## src/rtl/tzpc_pkg.sv

```systemverilog
package tzpc_pkg;

   localparam int COORD_BITS = 12;
   localparam int TIME_BITS  = 32;
   localparam int MS_BITS    = 16;
   localparam int COUNT_BITS = 4;
   localparam int ADDR_BITS  = 5;
   localparam int DATA_BITS  = 32;

   localparam logic [COORD_BITS-1:0] ZONE_Y_MIN_RST   = COORD_BITS'(240);
   localparam logic [COORD_BITS-1:0] SPLIT_AB_RST     = COORD_BITS'(148);
   localparam logic [COORD_BITS-1:0] SPLIT_BC_RST     = COORD_BITS'(228);
   localparam logic [MS_BITS-1:0]    LONG_MS_A_RST    = MS_BITS'(800);
   localparam logic [MS_BITS-1:0]    LONG_MS_B_RST    = MS_BITS'(800);
   localparam logic [MS_BITS-1:0]    LONG_MS_C_RST    = MS_BITS'(1500);
   localparam logic [MS_BITS-1:0]    SHORT_MIN_MS_RST = MS_BITS'(40);

   typedef enum logic [1:0] {
      ZONE_NONE = 2'd0,
      ZONE_A    = 2'd1,
      ZONE_B    = 2'd2,
      ZONE_C    = 2'd3
   } zone_type;

   typedef enum logic [1:0] {
      BUTTON_A = 2'd0,
      BUTTON_B = 2'd1,
      BUTTON_C = 2'd2
   } button_type;

   typedef enum logic {
      KIND_SHORT = 1'b0,
      KIND_LONG  = 1'b1
   } kind_type;

   typedef enum logic [2:0] {
      REG_ZONE_Y_MIN   = 3'd0,
      REG_SPLIT_AB     = 3'd1,
      REG_SPLIT_BC     = 3'd2,
      REG_LONG_MS_A    = 3'd3,
      REG_LONG_MS_B    = 3'd4,
      REG_LONG_MS_C    = 3'd5,
      REG_SHORT_MIN_MS = 3'd6
   } reg_index_type;

   typedef struct packed {
      logic [COORD_BITS-1:0] zone_y_min;
      logic [COORD_BITS-1:0] split_ab;
      logic [COORD_BITS-1:0] split_bc;
      logic [MS_BITS-1:0]    long_ms_a;
      logic [MS_BITS-1:0]    long_ms_b;
      logic [MS_BITS-1:0]    long_ms_c;
      logic [MS_BITS-1:0]    short_min_ms;
   } cfg_type;

   typedef struct packed {
      zone_type             zone;
      logic [TIME_BITS-1:0] time_ms;
   } poll_type;

endpackage

```

## src/rtl/tzpc_zone.sv

```systemverilog
module tzpc_zone
   import tzpc_pkg::*;
(
   input  logic                  clock,
   input  logic                  reset,
   input  cfg_type               cfg,
   input  logic                  req_valid,
   output logic                  req_ready,
   input  logic [COUNT_BITS-1:0] req_touch_count,
   input  logic [COORD_BITS-1:0] req_pos_x,
   input  logic [COORD_BITS-1:0] req_pos_y,
   input  logic [TIME_BITS-1:0]  req_time_ms,
   output logic                  poll_valid,
   input  logic                  poll_ready,
   output poll_type              poll
);

   logic     valid_ff;
   logic     valid_in;
   poll_type poll_ff;
   poll_type poll_in;
   zone_type zone;

   always_comb begin
      if (req_touch_count == '0) begin
         zone = ZONE_NONE;
      end else if (req_pos_y < cfg.zone_y_min) begin
         zone = ZONE_NONE;
      end else if (req_pos_x < cfg.split_ab) begin
         zone = ZONE_A;
      end else if (req_pos_x < cfg.split_bc) begin
         zone = ZONE_B;
      end else begin
         zone = ZONE_C;
      end
   end

   assign req_ready = !valid_ff || poll_ready;

   always_comb begin
      valid_in = valid_ff;
      poll_in  = poll_ff;
      if (req_ready) begin
         valid_in        = req_valid;
         poll_in.zone    = zone;
         poll_in.time_ms = req_time_ms;
      end
   end

   always_ff @(posedge clock) begin
      if (reset) begin
         valid_ff <= 1'b0;
      end else begin
         valid_ff <= valid_in;
      end
      poll_ff <= poll_in;
   end

   assign poll_valid = valid_ff;
   assign poll       = poll_ff;

endmodule

```

## src/rtl/tzpc_track.sv

```systemverilog
module tzpc_track
   import tzpc_pkg::*;
(
   input  logic       clock,
   input  logic       reset,
   input  cfg_type    cfg,
   input  logic       poll_valid,
   output logic       poll_ready,
   input  poll_type   poll,
   output logic       rsp_valid,
   input  logic       rsp_ready,
   output logic [1:0] rsp_zone_now,
   output logic       rsp_press_started,
   output logic       rsp_gesture_valid,
   output logic [1:0] rsp_gesture_button,
   output logic       rsp_gesture_kind
);

   zone_type             held_zone_ff;
   zone_type             held_zone_in;
   logic [TIME_BITS-1:0] start_time_ff;
   logic [TIME_BITS-1:0] start_time_in;
   logic                 long_fired_ff;
   logic                 long_fired_in;
   logic                 valid_ff;
   logic                 valid_in;
   zone_type             zone_ff;
   zone_type             zone_in;
   logic                 started_ff;
   logic                 started_in;
   logic                 gvalid_ff;
   logic                 gvalid_in;
   button_type           button_ff;
   button_type           button_in;
   kind_type             kind_ff;
   kind_type             kind_in;

   logic [TIME_BITS-1:0] held_for;
   logic [MS_BITS-1:0]   threshold;
   logic                 accept;
   button_type           held_button;

   assign poll_ready = !valid_ff || rsp_ready;
   assign accept     = poll_valid && poll_ready;
   assign held_for   = poll.time_ms - start_time_ff;

   always_comb begin
      case (held_zone_ff)
         ZONE_A:  threshold = cfg.long_ms_a;
         ZONE_B:  threshold = cfg.long_ms_b;
         default: threshold = cfg.long_ms_c;
      endcase
   end

   always_comb begin
      case (held_zone_ff)
         ZONE_A:  held_button = BUTTON_A;
         ZONE_B:  held_button = BUTTON_B;
         default: held_button = BUTTON_C;
      endcase
   end

   always_comb begin
      held_zone_in  = held_zone_ff;
      start_time_in = start_time_ff;
      long_fired_in = long_fired_ff;
      valid_in      = valid_ff && !rsp_ready;
      zone_in       = zone_ff;
      started_in    = started_ff;
      gvalid_in     = gvalid_ff;
      button_in     = button_ff;
      kind_in       = kind_ff;
      if (accept) begin
         valid_in   = 1'b1;
         zone_in    = poll.zone;
         started_in = 1'b0;
         gvalid_in  = 1'b0;
         button_in  = BUTTON_A;
         kind_in    = KIND_SHORT;
         if (poll.zone != held_zone_ff) begin
            if (held_zone_ff != ZONE_NONE && !long_fired_ff &&
                held_for >= TIME_BITS'(cfg.short_min_ms)) begin
               gvalid_in = 1'b1;
               button_in = held_button;
            end
            held_zone_in  = poll.zone;
            start_time_in = poll.time_ms;
            long_fired_in = 1'b0;
            started_in    = (poll.zone != ZONE_NONE);
         end else if (held_zone_ff != ZONE_NONE && !long_fired_ff &&
                      held_for >= TIME_BITS'(threshold)) begin
            long_fired_in = 1'b1;
            gvalid_in     = 1'b1;
            button_in     = held_button;
            kind_in       = KIND_LONG;
         end
      end
   end

   always_ff @(posedge clock) begin
      if (reset) begin
         held_zone_ff  <= ZONE_NONE;
         start_time_ff <= '0;
         long_fired_ff <= 1'b0;
         valid_ff      <= 1'b0;
      end else begin
         held_zone_ff  <= held_zone_in;
         start_time_ff <= start_time_in;
         long_fired_ff <= long_fired_in;
         valid_ff      <= valid_in;
      end
      zone_ff    <= zone_in;
      started_ff <= started_in;
      gvalid_ff  <= gvalid_in;
      button_ff  <= button_in;
      kind_ff    <= kind_in;
   end

   assign rsp_valid          = valid_ff;
   assign rsp_zone_now       = zone_ff;
   assign rsp_press_started  = started_ff;
   assign rsp_gesture_valid  = gvalid_ff;
   assign rsp_gesture_button = button_ff;
   assign rsp_gesture_kind   = kind_ff;

`ifndef ASSERT_OFF
   a_idle_not_fired: assert property (@(posedge clock) disable iff (reset)
      held_zone_ff == ZONE_NONE |-> !long_fired_ff)
      else $error("long press flag set with no zone held");

   a_long_not_start: assert property (@(posedge clock) disable iff (reset)
      valid_ff && gvalid_ff && kind_ff == KIND_LONG |-> !started_ff)
      else $error("long press reported on a press start");

   a_long_sets_flag: assert property (@(posedge clock) disable iff (reset)
      accept && gvalid_in && kind_in == KIND_LONG |=> long_fired_ff)
      else $error("long press reported without setting the fired flag");

   a_quiet_fields: assert property (@(posedge clock) disable iff (reset)
      valid_ff && !gvalid_ff |-> button_ff == BUTTON_A && kind_ff == KIND_SHORT)
      else $error("gesture fields not cleared without a gesture");

   a_start_matches: assert property (@(posedge clock) disable iff (reset)
      valid_ff && started_ff |-> zone_ff == held_zone_ff && zone_ff != ZONE_NONE)
      else $error("press start does not match the held zone");
`endif

endmodule

```

## src/rtl/touch_zone_press_classifier.sv

```systemverilog
// channel | ports                                          | direction
// req     | req_valid/ready, touch_count, pos_x/y, time_ms | in
// rsp     | rsp_valid/ready, zone_now, press_started,      | out
//         | gesture_valid, gesture_button, gesture_kind    |
// csr     | csr_psel/penable/pwrite/paddr/pwdata/prdata    | in/out
//
// One item per cycle while rsp_ready holds; each item is registered in stage one, then in stage two, before rsp.
// Stage one classifies the zone, stage two updates the held-zone tracker and the result.
// Each stage holds its item while the next one stalls; req_ready is high when stage one is empty or stage two takes.
// Synchronous reset empties both stages, clears the tracker and loads the default registers.
module touch_zone_press_classifier
   import tzpc_pkg::*;
(
   input  logic                  clock,
   input  logic                  reset,
   input  logic                  req_valid,
   output logic                  req_ready,
   input  logic [COUNT_BITS-1:0] req_touch_count,
   input  logic [COORD_BITS-1:0] req_pos_x,
   input  logic [COORD_BITS-1:0] req_pos_y,
   input  logic [TIME_BITS-1:0]  req_time_ms,
   output logic                  rsp_valid,
   input  logic                  rsp_ready,
   output logic [1:0]            rsp_zone_now,
   output logic                  rsp_press_started,
   output logic                  rsp_gesture_valid,
   output logic [1:0]            rsp_gesture_button,
   output logic                  rsp_gesture_kind,
   input  logic                  csr_psel,
   input  logic                  csr_penable,
   input  logic                  csr_pwrite,
   input  logic [ADDR_BITS-1:0]  csr_paddr,
   input  logic [DATA_BITS-1:0]  csr_pwdata,
   output logic [DATA_BITS-1:0]  csr_prdata,
   output logic                  csr_pready
);

   cfg_type       cfg_ff;
   cfg_type       cfg_in;
   reg_index_type reg_index;
   logic          csr_write;
   logic          poll_valid;
   logic          poll_ready;
   poll_type      poll;

   assign csr_pready = 1'b1;
   assign csr_write  = csr_psel && csr_penable && csr_pwrite && csr_pready;
   assign reg_index  = reg_index_type'(csr_paddr[ADDR_BITS-1:2]);

   always_comb begin
      cfg_in = cfg_ff;
      if (csr_write) begin
         case (reg_index)
            REG_ZONE_Y_MIN:   cfg_in.zone_y_min   = csr_pwdata[COORD_BITS-1:0];
            REG_SPLIT_AB:     cfg_in.split_ab     = csr_pwdata[COORD_BITS-1:0];
            REG_SPLIT_BC:     cfg_in.split_bc     = csr_pwdata[COORD_BITS-1:0];
            REG_LONG_MS_A:    cfg_in.long_ms_a    = csr_pwdata[MS_BITS-1:0];
            REG_LONG_MS_B:    cfg_in.long_ms_b    = csr_pwdata[MS_BITS-1:0];
            REG_LONG_MS_C:    cfg_in.long_ms_c    = csr_pwdata[MS_BITS-1:0];
            REG_SHORT_MIN_MS: cfg_in.short_min_ms = csr_pwdata[MS_BITS-1:0];
            default:          cfg_in = cfg_ff;
         endcase
      end
   end

   always_comb begin
      case (reg_index)
         REG_ZONE_Y_MIN:   csr_prdata = DATA_BITS'(cfg_ff.zone_y_min);
         REG_SPLIT_AB:     csr_prdata = DATA_BITS'(cfg_ff.split_ab);
         REG_SPLIT_BC:     csr_prdata = DATA_BITS'(cfg_ff.split_bc);
         REG_LONG_MS_A:    csr_prdata = DATA_BITS'(cfg_ff.long_ms_a);
         REG_LONG_MS_B:    csr_prdata = DATA_BITS'(cfg_ff.long_ms_b);
         REG_LONG_MS_C:    csr_prdata = DATA_BITS'(cfg_ff.long_ms_c);
         REG_SHORT_MIN_MS: csr_prdata = DATA_BITS'(cfg_ff.short_min_ms);
         default:          csr_prdata = '0;
      endcase
   end

   always_ff @(posedge clock) begin
      if (reset) begin
         cfg_ff.zone_y_min   <= ZONE_Y_MIN_RST;
         cfg_ff.split_ab     <= SPLIT_AB_RST;
         cfg_ff.split_bc     <= SPLIT_BC_RST;
         cfg_ff.long_ms_a    <= LONG_MS_A_RST;
         cfg_ff.long_ms_b    <= LONG_MS_B_RST;
         cfg_ff.long_ms_c    <= LONG_MS_C_RST;
         cfg_ff.short_min_ms <= SHORT_MIN_MS_RST;
      end else begin
         cfg_ff <= cfg_in;
      end
   end

   tzpc_zone u_zone (
      .clock           (clock),
      .reset           (reset),
      .cfg             (cfg_ff),
      .req_valid       (req_valid),
      .req_ready       (req_ready),
      .req_touch_count (req_touch_count),
      .req_pos_x       (req_pos_x),
      .req_pos_y       (req_pos_y),
      .req_time_ms     (req_time_ms),
      .poll_valid      (poll_valid),
      .poll_ready      (poll_ready),
      .poll            (poll)
   );

   tzpc_track u_track (
      .clock              (clock),
      .reset              (reset),
      .cfg                (cfg_ff),
      .poll_valid         (poll_valid),
      .poll_ready         (poll_ready),
      .poll               (poll),
      .rsp_valid          (rsp_valid),
      .rsp_ready          (rsp_ready),
      .rsp_zone_now       (rsp_zone_now),
      .rsp_press_started  (rsp_press_started),
      .rsp_gesture_valid  (rsp_gesture_valid),
      .rsp_gesture_button (rsp_gesture_button),
      .rsp_gesture_kind   (rsp_gesture_kind)
   );

endmodule

```

## config.mk

```make
export PLATFORM = sky130hd
export DESIGN_NAME = touch_zone_press_classifier
export DESIGN_NICKNAME = d
export VERILOG_FILES = /design/src/rtl/tzpc_pkg.sv /design/src/rtl/tzpc_zone.sv /design/src/rtl/tzpc_track.sv /design/src/rtl/touch_zone_press_classifier.sv
export SDC_FILE = /design/constraint.sdc
export NUM_CORES = 1
export LEC_CHECK = 0
export ABC_AREA = 0
export BUFFER_PORTS_ARGS = -buffer_cell sky130_fd_sc_hd__clkbuf_2
export CAP_MARGIN = 20
export CORE_ASPECT_RATIO = 0.8
export CORE_MARGIN = 1
export CORE_UTILIZATION = 59
export DETAILED_ROUTE_END_ITERATION = 6
export GPL_TIMING_DRIVEN = 0
export PLACE_DENSITY = 0.81
export SETUP_SLACK_MARGIN = 0.05
export SLEW_MARGIN = 40
export SYNTH_ARGS = -nofsm -noshare
export SYNTH_HDL_FRONTEND = slang
export SYNTH_SLANG_ARGS = --single-unit
```

## constraint.sdc

```tcl
create_clock -name clock -period 5.42 [get_ports clock]
set_input_delay 0.813 -clock clock [delete_from_list [all_inputs] [get_ports clock]]
set_output_delay 0.813 -clock clock [all_outputs]
set_load 0.05 [all_outputs]
```

Word-level counts from Yosys, hierarchy flattened
Cells that the tools add are included.
- flip-flop bits (word level): 178
- equal/unequal tests: 9
- $lt $le $gt $ge: 5
- reductions and logical operators: 29
- mux-type cells: 14
- $add $sub $neg: 1
- operators by type and width (kind ; count):
    $pmux W16 S7 ; 1
    $ge A32 B16 Y1 ; 2
    $lt A12 B12 Y1 ; 3
    $pmux W16 S2 ; 1
    $sub A32 B32 Y32 ; 1
    $reduce_and A2 Y1 ; 9
    $eq A3 B3 Y1 const B ; 3
    $mux W1 ; 8
    $logic_and A1 B1 Y1 ; 7
    $eq A3 B2 Y1 const B ; 2
    $mux W2 ; 3
    $reduce_bool A2 Y1 ; 3
    $logic_not A1 Y1 ; 4
    $logic_not A4 Y1 ; 1
    $pmux W2 S2 ; 1
    $eq A3 B1 Y1 const B ; 1
    $logic_not A3 Y1 ; 1
    $reduce_or A3 Y1 ; 1
    $eq A2 B1 Y1 const B ; 1
    $eq A2 B2 Y1 const B ; 1
    $logic_or A1 B1 Y1 ; 2
    $ne A2 B2 Y1 ; 1
    $reduce_or A2 Y1 ; 1

Longest topological paths before layout
Gate-level depths: netlist of run 1.
- depth in word-level cells: 6
- mapped depth: 18
- gate-level depth less buffers: 18

By module
A second synthesis of run 1 with hierarchy kept.
- cell total of the unflattened synthesis: 1315
- area total of the unflattened synthesis: 11782.6 µm²
- modules (own cells, without submodules) (module ; cells an instance ; area each (µm²) ; times used):
    touch_zone_press_classifier ; 511 ; 5004.8 ; 1
    tzpc_track ; 649 ; 4838.4 ; 1
    tzpc_zone ; 155 ; 1939.4 ; 1

Worst setup path after synthesis of run 1
No wires, ideal clock.
- kind: register to register
- start: register u_zone.poll_ff (netlist bit u_zone.poll[1])
- end: register u_track.button_ff[0] (netlist: u_track.rsp_gesture_button[0]) (data pin)
- stages on the path, launching flop included: 18
- arrival time: 3.509 ns
- path slack: 1.643 ns
- path buffers: 0
- clock period less this slack: 3.777 ns
- path through: edfxtp_1 -> ha_1 -> nor2b_4 -> o2111ai_1 -> a21oi_1 -> o21ai_0 -> nand2b_1 -> a21oi_1 -> xnor2_1 -> ha_1 -> a21o_1 -> a21o_1 -> a21oi_1 -> nor2_1 -> a2111oi_0 -> o31ai_1 -> a2111oi_4 -> nor4b_1
- cells in the longest elaborated chain, start to end: 5
- elaborated cells between the ends (all ways): 8
- RTL lines (item ; line ; RTL):
    from (decl) ; tzpc_zone.sv:20 ; poll_type poll_ff;
    from (signal assigned) ; tzpc_zone.sv:56 ; poll_ff <= poll_in;
    $sub A32 B32 Y32 * ; tzpc_track.sv:45 ; assign held_for = poll.time_ms - start_time_ff;
    $ge A32 B16 Y1, on equally long branches ; tzpc_track.sv:91, tzpc_track.sv:82 ;
    $logic_and A1 B1 Y1, on equally long branches ; tzpc_track.sv:90, tzpc_track.sv:81 ;
    $mux W2, on equally long branches ; tzpc_track.sv:90, tzpc_track.sv:81 ;
    $mux W2 * ; tzpc_track.sv:80 ; if (poll.zone != held_zone_ff) begin
    to (signal assigned) ; tzpc_track.sv:115 ; button_ff <= button_in;
    to (decl) ; tzpc_track.sv:33 ; button_type button_ff;
Every way passes the cells marked *; elsewhere a longest branch is shown, timed or not.
A chain may end at the register's enable or synchronous reset.

Worst setup path in the final report of run 1
- start: register u_zone.poll_ff (netlist bit u_zone.poll[0])
- end: register u_track.gvalid_ff (netlist: u_track.rsp_gesture_valid) (data pin)
- cells in the longest elaborated chain, start to end: 5
- elaborated cells between the ends (all ways): 8
- RTL lines (item ; line ; RTL):
    $sub A32 B32 Y32 * ; tzpc_track.sv:45 ;
    $ge A32 B16 Y1, on equally long branches ; tzpc_track.sv:91, tzpc_track.sv:82 ;
    $logic_and A1 B1 Y1, on equally long branches ; tzpc_track.sv:90, tzpc_track.sv:81 ;
    $mux W1, on equally long branches ; tzpc_track.sv:90, tzpc_track.sv:81 ;
    $mux W1 * ; tzpc_track.sv:80 ;
    to (signal assigned) ; tzpc_track.sv:114 ; gvalid_ff <= gvalid_in;
    to (decl) ; tzpc_track.sv:31 ; logic gvalid_ff;
Marks and branches as above.

==> run_results.csv, run 1 <==
group,metric,value,unit
outcome,status,"finished with violations",
outcome,violations,"design-rule violations",
setup_path,worst_r2r_endpoint,"u_track.rsp_gesture_valid$_DFFE_PP_",
clock_tree,cts_buffer_depth,2,
setup_path,worstSetupEndpoint,"u_track.rsp_gesture_valid$_DFFE_PP_",
setup_path,r2r-start,"u_zone.poll[0]$_DFFE_PP_",
place,place_hpwl,26330,µm
final_layout,drive_gt1_share,12.58,%
logic_synthesis,synthCells,1396,
power,p_clk_share,35.0,%
route,vias,10968,
timing,skew,14.06,ps
power,comb_power_share,24.3,%
logic_synthesis,synth_top_area_share,24.65,%
logic_synthesis,synth_most_common_cell,"nand2_1",
setup_path,critPathLaunchType,"flip-flop",
route,drtIter0Drc,1567,
place,place_area,0.01205,mm²
setup_path,endpoint_kind,"flip-flop",
setup_path,crit_chain,"inv_1, ha_1, fa_1, nand2b_1, a21oi_1, o211a_1, or2_2, a31oi_1, xnor2_1, ha_1, a2111oi_0, a21oi_1, a21oi_1, nand2_1, a2111oi_4, nor3_1",
global_routing,globalRouteOverflowTotal,0,
global_routing,grt_max_degree,36,
timing,fin_tns_setup,0,ps
place,gp_congestion,0.9930,
setup_path,cp_common_cell,"a21oi_1",
worst_hold_path,hold_class,"flip-flop to flip-flop",
global_routing,grt_pass1_wl,54140,µm
logic_synthesis,async_reset_ff_share,0,%
logic_synthesis,yosysWarnings,0,
clock_tree,cts-resized-gates,0,
clock_tree,postCtsSetupRepairBufs,0,
final_layout,multi_input_area,0.006464,mm²
setup_path,critPathKind,"flip-flop to flip-flop",
logic_synthesis,ys_top_cells_by_area,"dfxtp_1 (25%), ha_1 (11%), edfxtp_1 (11%)",
final_layout,layout.area.seq,0.003974,mm²
clock_tree,tritoncts,"done",
clock_tree,postCtsHoldBufs,0,
setup_path,r2r_cells,16,
clock_tree,numCtsBuffers,17,
floorplanning,core_area,0.01828,mm²
power,p_int,2344,µW
setup_path,ff2ff_setup_slack,760,ps
setup_path,required,5590,ps
run,max_cap_violations,0,
clock_tree,cts.clk_slew.worst_paths,70,ps
final_layout,nNetsFinal,1742,
clock_tree,clock-sinks,178,
route,drc,1,
floorplanning,start_util,60.87,%
place,portBuffers,107,
power,p_per_area,277.8,mW/mm²
timing,slew_violations,0,
route,drt_wl_total,34170,µm
setup_path,crit_arrival,4830,ps
timing,max_freq,0.2144,GHz
setup_path,critical-path-slowest-cell,"a2111oi_4",
timing,setup_viol,0,
logic_synthesis,ys_top_cells_by_count,"nand2_1 (321), a21oi_1 (159), dfxtp_1 (137), ha_1 (100), inv_1 (96)",
floorplanning,die_y,124.8,µm
timing,relSlewSlack,39.39,%
power,netSwitchingFraction,33.22,%
logic_synthesis,ys_seq_area_share,35.72,%
logic_synthesis,synth-edff-count,41,
timing,finalHoldViolCount,0,
global_routing,grt_pass1_vias,9978,
route,first_pass_iters,7,
logic_synthesis,yosys.area.top_type,"dfxtp_1",
global_routing,gr-usage-all-layers,36.18,%
logic_synthesis,synth_flop_cell,"dfxtp_1",
global_routing,antenna_found_initial,1,
floorplanning,die_area,0.01941,mm²
route,ant_nets,0,
power,p_leak,0.005049,µW
floorplanning,fp-row-count,44,
floorplanning,num_io_pins,146,
timing,tightest_slew,903.1,ps
logic_synthesis,avgSynthCellArea,7.970,µm²
clock_tree,clk_latency,450,ps
logic_synthesis,synthDistinctLibCells,74,
logic_synthesis,syn_area,0.01113,mm²
final_layout,areaGrowthSynthToFinish,13.57,%
setup_path,cpPeakStageDelay,480,ps
timing,period_minus_slack,4664,ps
route,wl_per_cell,18.94,µm
timing,finalCritPeriodShare,86.05,%
clock_tree,cts-root-buf,"clkbuf_16",
setup_path,cp-startpoint,"u_zone.poll[0]$_DFFE_PP_",
timing,rsz0062_at_grt,"no",
logic_synthesis,synth_seq_cells,178,
route,viasPerCell,6.080,
power,p_sw,1166,µW
power,power_frac_seq,40.6,%
clock_tree,htree_levels,4,
final_layout,fillers,1568,
final_layout,final_cell_area,0.01264,mm²
power,ir_drop,176.9,µV
setup_path,crit_fanout,4,
floorplanning,fp.dieW,155.5,µm
==> layer usage <==
metal / part of all wire [%] / vias to the layer above / routed length (µm) / GRT usage, %
li1: - / 5139 / - / -
met1: 45 / 5083 / 15280 / 54.33
met2: 40 / 684 / 13740 / 51.46
met3: 13 / 62 / 4557 / 9.221
met4: 1.7 / 0 / 587 / 8.304
met5: 0 / - / 0 / 0
==> logic make-up after synthesis <==
logic type | Yosys count | synth area share, %
flip-flops | 178 | 35.72
AO/OA/AOI/OAI | 395 | 22.37
XOR/XNOR | 19 | 1.496
multiplexers | 26 | 2.946
adder cells (fa/ha/maj) | 101 | 11.43
AND/OR/NAND/NOR | 489 | 19.03
buffers and inverters | 186 | 6.950
other | 2 | 0.06750
==> metrics by stage <==
step | instances | hold WS, ps | power (µW) | utilization (%) | setup WS [ps]
after floorplan | 1411 | 436.3 | 2029 | - | 1643
after global placement | 1771 | 441.0 | 2251 | 65.84 | 1029
after detailed placement | 1771 | 446.7 | 2272 | 65.92 | 943.4
after CTS | 1803 | 456.3 | 3487 | 69.04 | 907.7
after global routing | 1803 | 476.7 | 3649 | 69.12 | 497.9
final | 1804 | 455.7 | 3510 | 69.13 | 756.3
==> registers in the layout, summed over array words and instances, names as in the netlist <==
register,flops
cfg_ff,100
u_track.rsp_gesture_valid,1
u_track.rsp_press_started,1
u_track.held_zone_ff,2
u_track.long_fired_ff,1
u_track.start_time_ff,32
u_zone.poll,34
u_track.rsp_gesture_button,2
u_track.rsp_valid,1
u_zone.poll_valid,1
u_track.rsp_zone_now,2
u_track.rsp_gesture_kind,1
==> critical path, delay by kind of cell, from the launching register on <==
family | cells | cell delay [ps]
compound gates | 7 | 2020
fa+ha+maj | 3 | 1020
simple gates | 4 | 600
flops | 1 | 390
xor+xnor | 1 | 300
buf+inv | 1 | 60
==> worst min-delay path by stage <==
stage,start,to,slack [ps],cells after the start
floorplan,cfg_ff[67]$_SDFFE_PP0P_,cfg_ff[67]$_SDFFE_PP0P_,440,2
global placement,cfg_ff[81]$_SDFFE_PP0P_,cfg_ff[81]$_SDFFE_PP0P_,440,2
detailed placement,u_track.start_time_ff[14]$_SDFFE_PP0P_,u_track.start_time_ff[14]$_SDFFE_PP0P_,450,2
CTS,u_track.start_time_ff[14]$_SDFFE_PP0P_,u_track.start_time_ff[14]$_SDFFE_PP0P_,460,2
global route,u_track.start_time_ff[8]$_SDFFE_PP0P_,u_track.start_time_ff[8]$_SDFFE_PP0P_,480,2
finish,u_track.start_time_ff[10]$_SDFFE_PP0P_,u_track.start_time_ff[10]$_SDFFE_PP0P_,460,2
==> cells in the final DEF (no fill, tap or decap), drive strengths merged, types with 7 or more instances in the layout <==
cell,count
a21o,26
a21oi,162
a22o,9
a22oi,22
a31oi,9
and2,7
buf,27
clkbuf,187
conb,17
dfxtp,137
edfxtp,41
ha,100
inv,103
mux2i,17
nand2,321
nand2b,13
nand3,20
nand4,15
nor2,56
nor2b,15
nor3,12
o2111ai,8
o211ai,16
o21ai,75
xnor2,11
xor2,8
==> power by group through the flow <==
stage / clock [µW] / combinational [µW] / sequential, µW
after floorplan: 0 / 570 / 1460
after global placement: 0 / 797 / 1450
after detailed placement: 0 / 816 / 1460
after CTS: 1230 / 827 / 1430
after global routing: 1290 / 931 / 1430
final: 1230 / 854 / 1430
==> area by class of cell <==
cell class | instances | share of cell area (%)
inverters | 96 | 2.852
flip-flops and latches | 178 | 31.45
plain buffers | 90 | 3.268
repair buffers | 107 | 4.238
diodes | 1 | 0.01980
clock buffers | 17 | 3.367
multi-input cells | 1047 | 51.15
clock inverters | 15 | 1.149
well taps | 253 | 2.505
Note: power is estimated with default switching activity, not from simulation.
==> run 2, diff against run 1 <==
--- a/config.mk
+++ b/config.mk
@@ -10,10 +10,10 @@
 export CAP_MARGIN = 20
 export CORE_ASPECT_RATIO = 0.8
 export CORE_MARGIN = 1
-export CORE_UTILIZATION = 59
+export CORE_UTILIZATION = 25
 export DETAILED_ROUTE_END_ITERATION = 6
 export GPL_TIMING_DRIVEN = 0
-export PLACE_DENSITY = 0.81
+export MAX_ROUTING_LAYER = met4
 export SETUP_SLACK_MARGIN = 0.05
 export SLEW_MARGIN = 40
 export SYNTH_ARGS = -nofsm -noshare
==> run 2 against run 1 <==
Net effect: maximum frequency fell by 2.8%; final cell count grew 19%; worst hold slack barely moved; core utilization fell by 39 points; the flow now finishes without violations; first-iteration DRC count shrank 53%; setup slack lost 130 ps; highest routed layer unchanged.
==> run_results.csv, run 2 (synthesis results as in run 1) <==
group,metric,value,unit
route,first_pass_iters,5,
setup_path,ff2ff_setup_slack,620,ps
clock_tree,postCtsSetupRepairBufs,0,
global_routing,antenna_found_initial,0,
setup_path,critical-path-slowest-cell,"a2111oi_0",
worst_hold_path,min_to,"u_track.start_time_ff[18]$_SDFFE_PP0P_",
setup_path,critPathLaunchType,"flip-flop",
place,place_area,0.01248,mm²
clock_tree,cts_buffer_depth,2,
place,place_hpwl,29570,µm
timing,finalHoldViolCount,0,
route,wl_per_cell,17.04,µm
floorplanning,num_io_pins,146,
setup_path,r2r_cells,16,
final_layout,final_cell_area,0.01309,mm²
floorplanning,fp.dieW,237.9,µm
setup_path,crit_buf_inv,1,
timing,tightest_slew,861.5,ps
floorplanning,die_area,0.04536,mm²
timing,setup_viol,0,
route,viasPerCell,4.840,
setup_path,cpPeakStageDelay,550,ps
place,dp.cells,2113,
clock_tree,postCtsHoldBufs,0,
final_layout,nNetsFinal,1742,
clock_tree,cts-resized-gates,0,
setup_path,required,5610,ps
setup_path,crit_chain,"inv_1, ha_1, fa_1, nand2b_1, a21oi_1, o211a_1, or2_2, a31oi_1, xnor2_1, ha_1, a2111oi_0, a21oi_1, a21oi_1, nand2_1, a2111oi_4, nor4_1",
timing,period_minus_slack,4796,ps
route,vias,10382,
power,p_per_area,270.7,mW/mm²
setup_path,r2r-start,"u_zone.poll[0]$_DFFE_PP_",
setup_path,crit_arrival,4990,ps
clock_tree,numCtsBuffers,17,
worst_hold_path,hold_class,"flip-flop to flip-flop",
clock_tree,htree_levels,4,
floorplanning,fp-row-count,68,
power,ir_drop,259.3,µV
floorplanning,start_util,25.59,%
clock_tree,cts.clk_slew.worst_paths,70,ps
route,ant_nets,0,
final_layout,diodes,0,
place,portBuffers,107,
clock_tree,tritoncts,"done",
timing,slew_violations,0,
timing,rsz0062_at_grt,"no",
route,drtIter0Drc,741,
worst_hold_path,hp-start,"u_track.start_time_ff[18]$_SDFFE_PP0P_",
clock_tree,cts-root-buf,"clkbuf_16",
final_layout,final_common_cell,"nand2_1",
setup_path,critPathTopFamily,"compound AO/OA/AOI/OAI gates",
setup_path,endpoint_kind,"flip-flop",
setup_path,crit_fanout,4,
power,p_leak,0.005065,µW
clock_tree,clk_latency,450,ps
global_routing,grt_pass1_vias,10076,
timing,fin_tns_setup,0,ps
setup_path,cp_common_cell,"a21oi_1",
run,max_cap_violations,0,
timing,finalCritPeriodShare,88.49,%
route,drt_wl_total,36560,µm
route,drc,0,
final_layout,final_cells,2145,
final_layout,drive_gt1_share,12.58,%
final_layout,areaGrowthSynthToFinish,17.63,%
timing,skew,8.661,ps
timing,relSlewSlack,42.09,%
global_routing,gr-usage-all-layers,16.83,%
setup_path,cp-startpoint,"u_zone.poll[0]$_DFFE_PP_",
clock_tree,clock-sinks,178,
final_layout,regMostFlops,"cfg_ff",
setup_path,worst_r2r_endpoint,"u_track.rsp_gesture_button[1]$_DFFE_PP_",
timing,max_freq,0.2085,GHz
floorplanning,core_area,0.04348,mm²
place,gp_congestion,0.9336,
final_layout,postLayoutCoreUtil,30.10,%
global_routing,grt_pass1_wl,57100,µm
outcome,status,"completed",
final_layout,largest_reg_flops,100,
setup_path,critPathKind,"flip-flop to flip-flop",
global_routing,globalRouteOverflowTotal,0,
worst_hold_path,worstHoldPathCells,2,
final_layout,most-common-layout-cells,"nand2_1 (320), a21oi_1 (159), dfxtp_1 (137)",
floorplanning,die_y,190.7,µm
global_routing,grt_max_degree,36,
-- run 2: cell types whose count changed in the layout (fill, tap and decap cells not counted) --
| cell | change |
|---|---|
| clkbuf_8 | +2 |
| clkinv_2 | -1 |
| clkbuf_16 | +1 |
| clkinvlp_4 | -1 |
| inv_4 | +1 |
| inv_8 | -1 |
| clkinv_4 | +1 |
| inv_6 | -2 |
| diode_2 | -1 |
-- run 2: metal layers --
metal  up-vias  wire length (µm)  GRT usage [%]
li1       5148                 -              -
met1      4865             17830          23.22
met2       325             15780          25.10
met3        44              2171          2.519
met4         0               771          5.310
met5         -                 0              -
-- run 2: how the worst max path moves through the flow --
stage | to | slack [ps] | depth (start not counted)
floorplan | u_track.rsp_gesture_button[0]$_DFFE_PP_ | 1640 | 17
global placement | u_track.rsp_gesture_button[0]$_DFFE_PP_ | 720 | 16
detailed placement | u_track.rsp_gesture_button[1]$_DFFE_PP_ | 710 | 16
CTS | u_track.rsp_gesture_button[0]$_DFFE_PP_ | 670 | 16
global route | u_track.rsp_gesture_button[1]$_DFFE_PP_ | 340 | 16
finish | u_track.rsp_gesture_button[1]$_DFFE_PP_ | 620 | 16
-- run 2: cell type report --
| class | instances | area (µm²) |
|---|---|---|
| fillers | 4614 | 30390 |
| well taps | 595 | 744.5 |
| plain buffers | 90 | 412.9 |
| clock inverters | 12 | 118.9 |
| inverters | 96 | 360.3 |
| repair buffers | 107 | 535.5 |
| flip-flops and latches | 178 | 3974 |
| clock buffers | 20 | 478.0 |
| multi-input cells | 1047 | 6464 |
-- run 2: where the power goes --
part / internal [µW] / switching, µW
sequential: 1400 / 28.6
combinational: 298 / 546
clock: 694 / 576
total: 2390 / 1150
-- run 2: tightest hold or removal path, delay by kind of cell, from the launching register on --
kind,cells,cell delay [ps]
AOI/OAI and AO/OA,1,50
DFF,1,310
and+or+nand+nor,1,50
-- run 2: through the flow --
| stage | power (µW) | worst slack (ps) | hold WS, ps |
|---|---|---|---|
| after global routing | 3710 | 343.1 | 476.8 |
| after CTS | 3558 | 674.2 | 455.7 |
| after floorplan | 2029 | 1643 | 436.3 |
| final | 3543 | 623.9 | 455.2 |
| after detailed placement | 2292 | 711.3 | 446.5 |
| after global placement | 2278 | 723.1 | 440.9 |
==> run 3, diff against run 2 <==
==> constraint.sdc (replaced) <==
create_clock -name clock -period 5.42 [get_ports clock]
set_input_delay 0.271 -clock clock [delete_from_list [all_inputs] [get_ports clock]]
set_output_delay 0.271 -clock clock [all_outputs]
set_load 0.05 [all_outputs]
==> run 3 against run 2 <==
Net effect: wire length rose by 0.46%; final cell count rose by 1.0%; clock skew fell by 0.75 ps; sequential share of layout area fell by 0.50 points; worst hold slack got worse by 450 ps; global-route usage barely moved; register-to-register slack improved by 30 ps; flip-flop and latch count did not move; sequential power barely moved; count of clock-buffer cells in the layout did not move; critical endpoint unchanged; largest cell class unchanged.
==> run_results.csv, run 3 (synthesis results as in run 1) <==
group,metric,value,unit
clock_tree,numCtsBuffers,17,
clock_tree,htree_levels,4,
route,vias,10509,
place,gp_congestion,0.9336,
setup_path,crit_fanout,4,
timing,max_freq,0.2097,GHz
timing,rsz0062_at_grt,"no",
clock_tree,cts.clk_slew.worst_paths,70,ps
setup_path,endpoint_kind,"flip-flop",
final_layout,regMostFlops,"cfg_ff",
clock_tree,clk_latency,450,ps
power,p_per_area,267.1,mW/mm²
route,drc,0,
outcome,status,"completed",
clock_tree,cts-resized-gates,0,
timing,finalHoldViolCount,0,
final_layout,layout.area.seq,0.003974,mm²
route,viasPerCell,4.850,
clock_tree,tritoncts,"done",
setup_path,required,5610,ps
power,ir_drop,257.3,µV
timing,tightest_slew,847.7,ps
global_routing,antenna_found_initial,0,
setup_path,critPathLaunchType,"flip-flop",
final_layout,fillers,4604,
place,portBuffers,107,
global_routing,grt_max_degree,36,
final_layout,drive_gt1_share,12.40,%
setup_path,crit_arrival,4960,ps
final_layout,final_common_cell,"nand2_1",
global_routing,globalRouteOverflowTotal,0,
global_routing,gr-usage-all-layers,16.84,%
timing,slew_violations,0,
place,pre_cts_ws,711.3,ps
floorplanning,die_area,0.04536,mm²
setup_path,critPathKind,"flip-flop to flip-flop",
floorplanning,core_area,0.04348,mm²
floorplanning,fp-row-count,68,
timing,fin_tns_setup,0,ps
final_layout,most-common-layout-cells,"nand2_1 (320), a21oi_1 (159), dfxtp_1 (137)",
route,ant_nets,0,
timing,skew,7.910,ps
clock_tree,cts-root-buf,"clkbuf_16",
final_layout,multi_input_area,0.006464,mm²
timing,relSlewSlack,43.02,%
route,drt_wl_total,36730,µm
clock_tree,clock-sinks,178,
timing,finalCritPeriodShare,87.98,%
floorplanning,die_y,190.7,µm
timing,layout_setup_ws,651.7,ps
timing,period_minus_slack,4768,ps
timing,setup_viol,0,
route,first_pass_iters,6,
global_routing,grt_pass1_wl,57190,µm
final_layout,areaGrowthSynthToFinish,19.61,%
floorplanning,num_io_pins,146,
route,drtIter0Drc,726,
final_layout,nNetsFinal,1764,
floorplanning,start_util,25.59,%
worst_hold_path,hold_class,"input pin to flip-flop",
global_routing,grt_pass1_vias,10112,
floorplanning,fp.dieW,237.9,µm
final_layout,largest_reg_flops,100,
place,place_hpwl,29570,µm
power,p_leak,0.005157,µW
clock_tree,cts_buffer_depth,2,
route,wl_per_cell,16.95,µm
final_layout,diodes,0,
run,max_cap_violations,0,
==> run 3: report_power, final <==
group | total, µW | internal (µW) | switching (µW) | leakage [µW]
clock network | 1270 | 694 | 575 | 0.000299
registers | 1430 | 1400 | 28.5 | 0.00154
logic | 857 | 308 | 549 | 0.00332
==> run 3: layout make-up <==
class                           count  area share (%)
Tap cell                          595           5.594
Clock inverter                     12          0.8932
Clock buffer                       20           3.592
Timing Repair Buffer              129           5.679
Multi-Input combinational cell   1047           48.57
Inverter                           96           2.708
Sequential cell                   178           29.86
Buffer                             90           3.103
==> run 3: through the flow <==
| stage | instances | power, µW | util [%] | cell area [µm²] | hold WS, ps |
|---|---|---|---|---|---|
| 2_1_floorplan | 1411 | 2029 | - | 11180 | 369.9 |
| 3_3_place_gp | 2113 | 2278 | 28.66 | 12460 | 440.9 |
| 3_5_place_dp | 2113 | 2292 | 28.71 | 12480 | 446.5 |
| 6_report | 2167 | 3555 | 30.61 | 13310 | 8.424 |
| 5_1_grt | 2167 | 3723 | 30.61 | 13310 | 9.978 |
| 4_1_cts | 2167 | 3570 | 30.59 | 13300 | 0.05732 |
==> run 3: path summary, 6_finish.rpt <==
kind	from	end	slack [ps]	depth (start not counted)
worst max-delay path	u_zone.poll[0]$_DFFE_PP_	u_track.rsp_gesture_button[1]$_DFFE_PP_	650	16
worst min-delay path	req_time_ms[21]	u_zone.poll[21]$_DFFE_PP_	8	1
worst max register to register	u_zone.poll[0]$_DFFE_PP_	u_track.rsp_gesture_button[1]$_DFFE_PP_	650	16
worst min register to register	u_track.start_time_ff[18]$_SDFFE_PP0P_	u_track.start_time_ff[18]$_SDFFE_PP0P_	460	2
==> run 3: what timing repair did <==
| action | CTS | global route |
|---|---|---|
| hold endpoints to repair | 22 | 0 |
| setup buffers | 0 | 0 |
| hold buffers | 22 | 0 |
==> run 3: worst max-delay path: stages (launching register included) <==
cell and delay (ps):
edfxtp_1 400, inv_1 60, ha_1 260, fa_1 410
nand2b_1 190, a21oi_1 350, o211a_1 240, or2_2 130
a31oi_1 90, xnor2_1 310, ha_1 300, a2111oi_0 540
a21oi_1 130, a21oi_1 390, nand2_1 160, a2111oi_4 440
nor4_1 100
==> run 3: routing by layer <==
layer  track usage, %  vias to the layer above  wire length (µm)
met5                -                        -                 0
met3            2.519                       56              2285
met2            25.15                      340             15930
met1            23.22                     4920             17700
li1                 -                     5193                 -
met4            5.310                        0               808
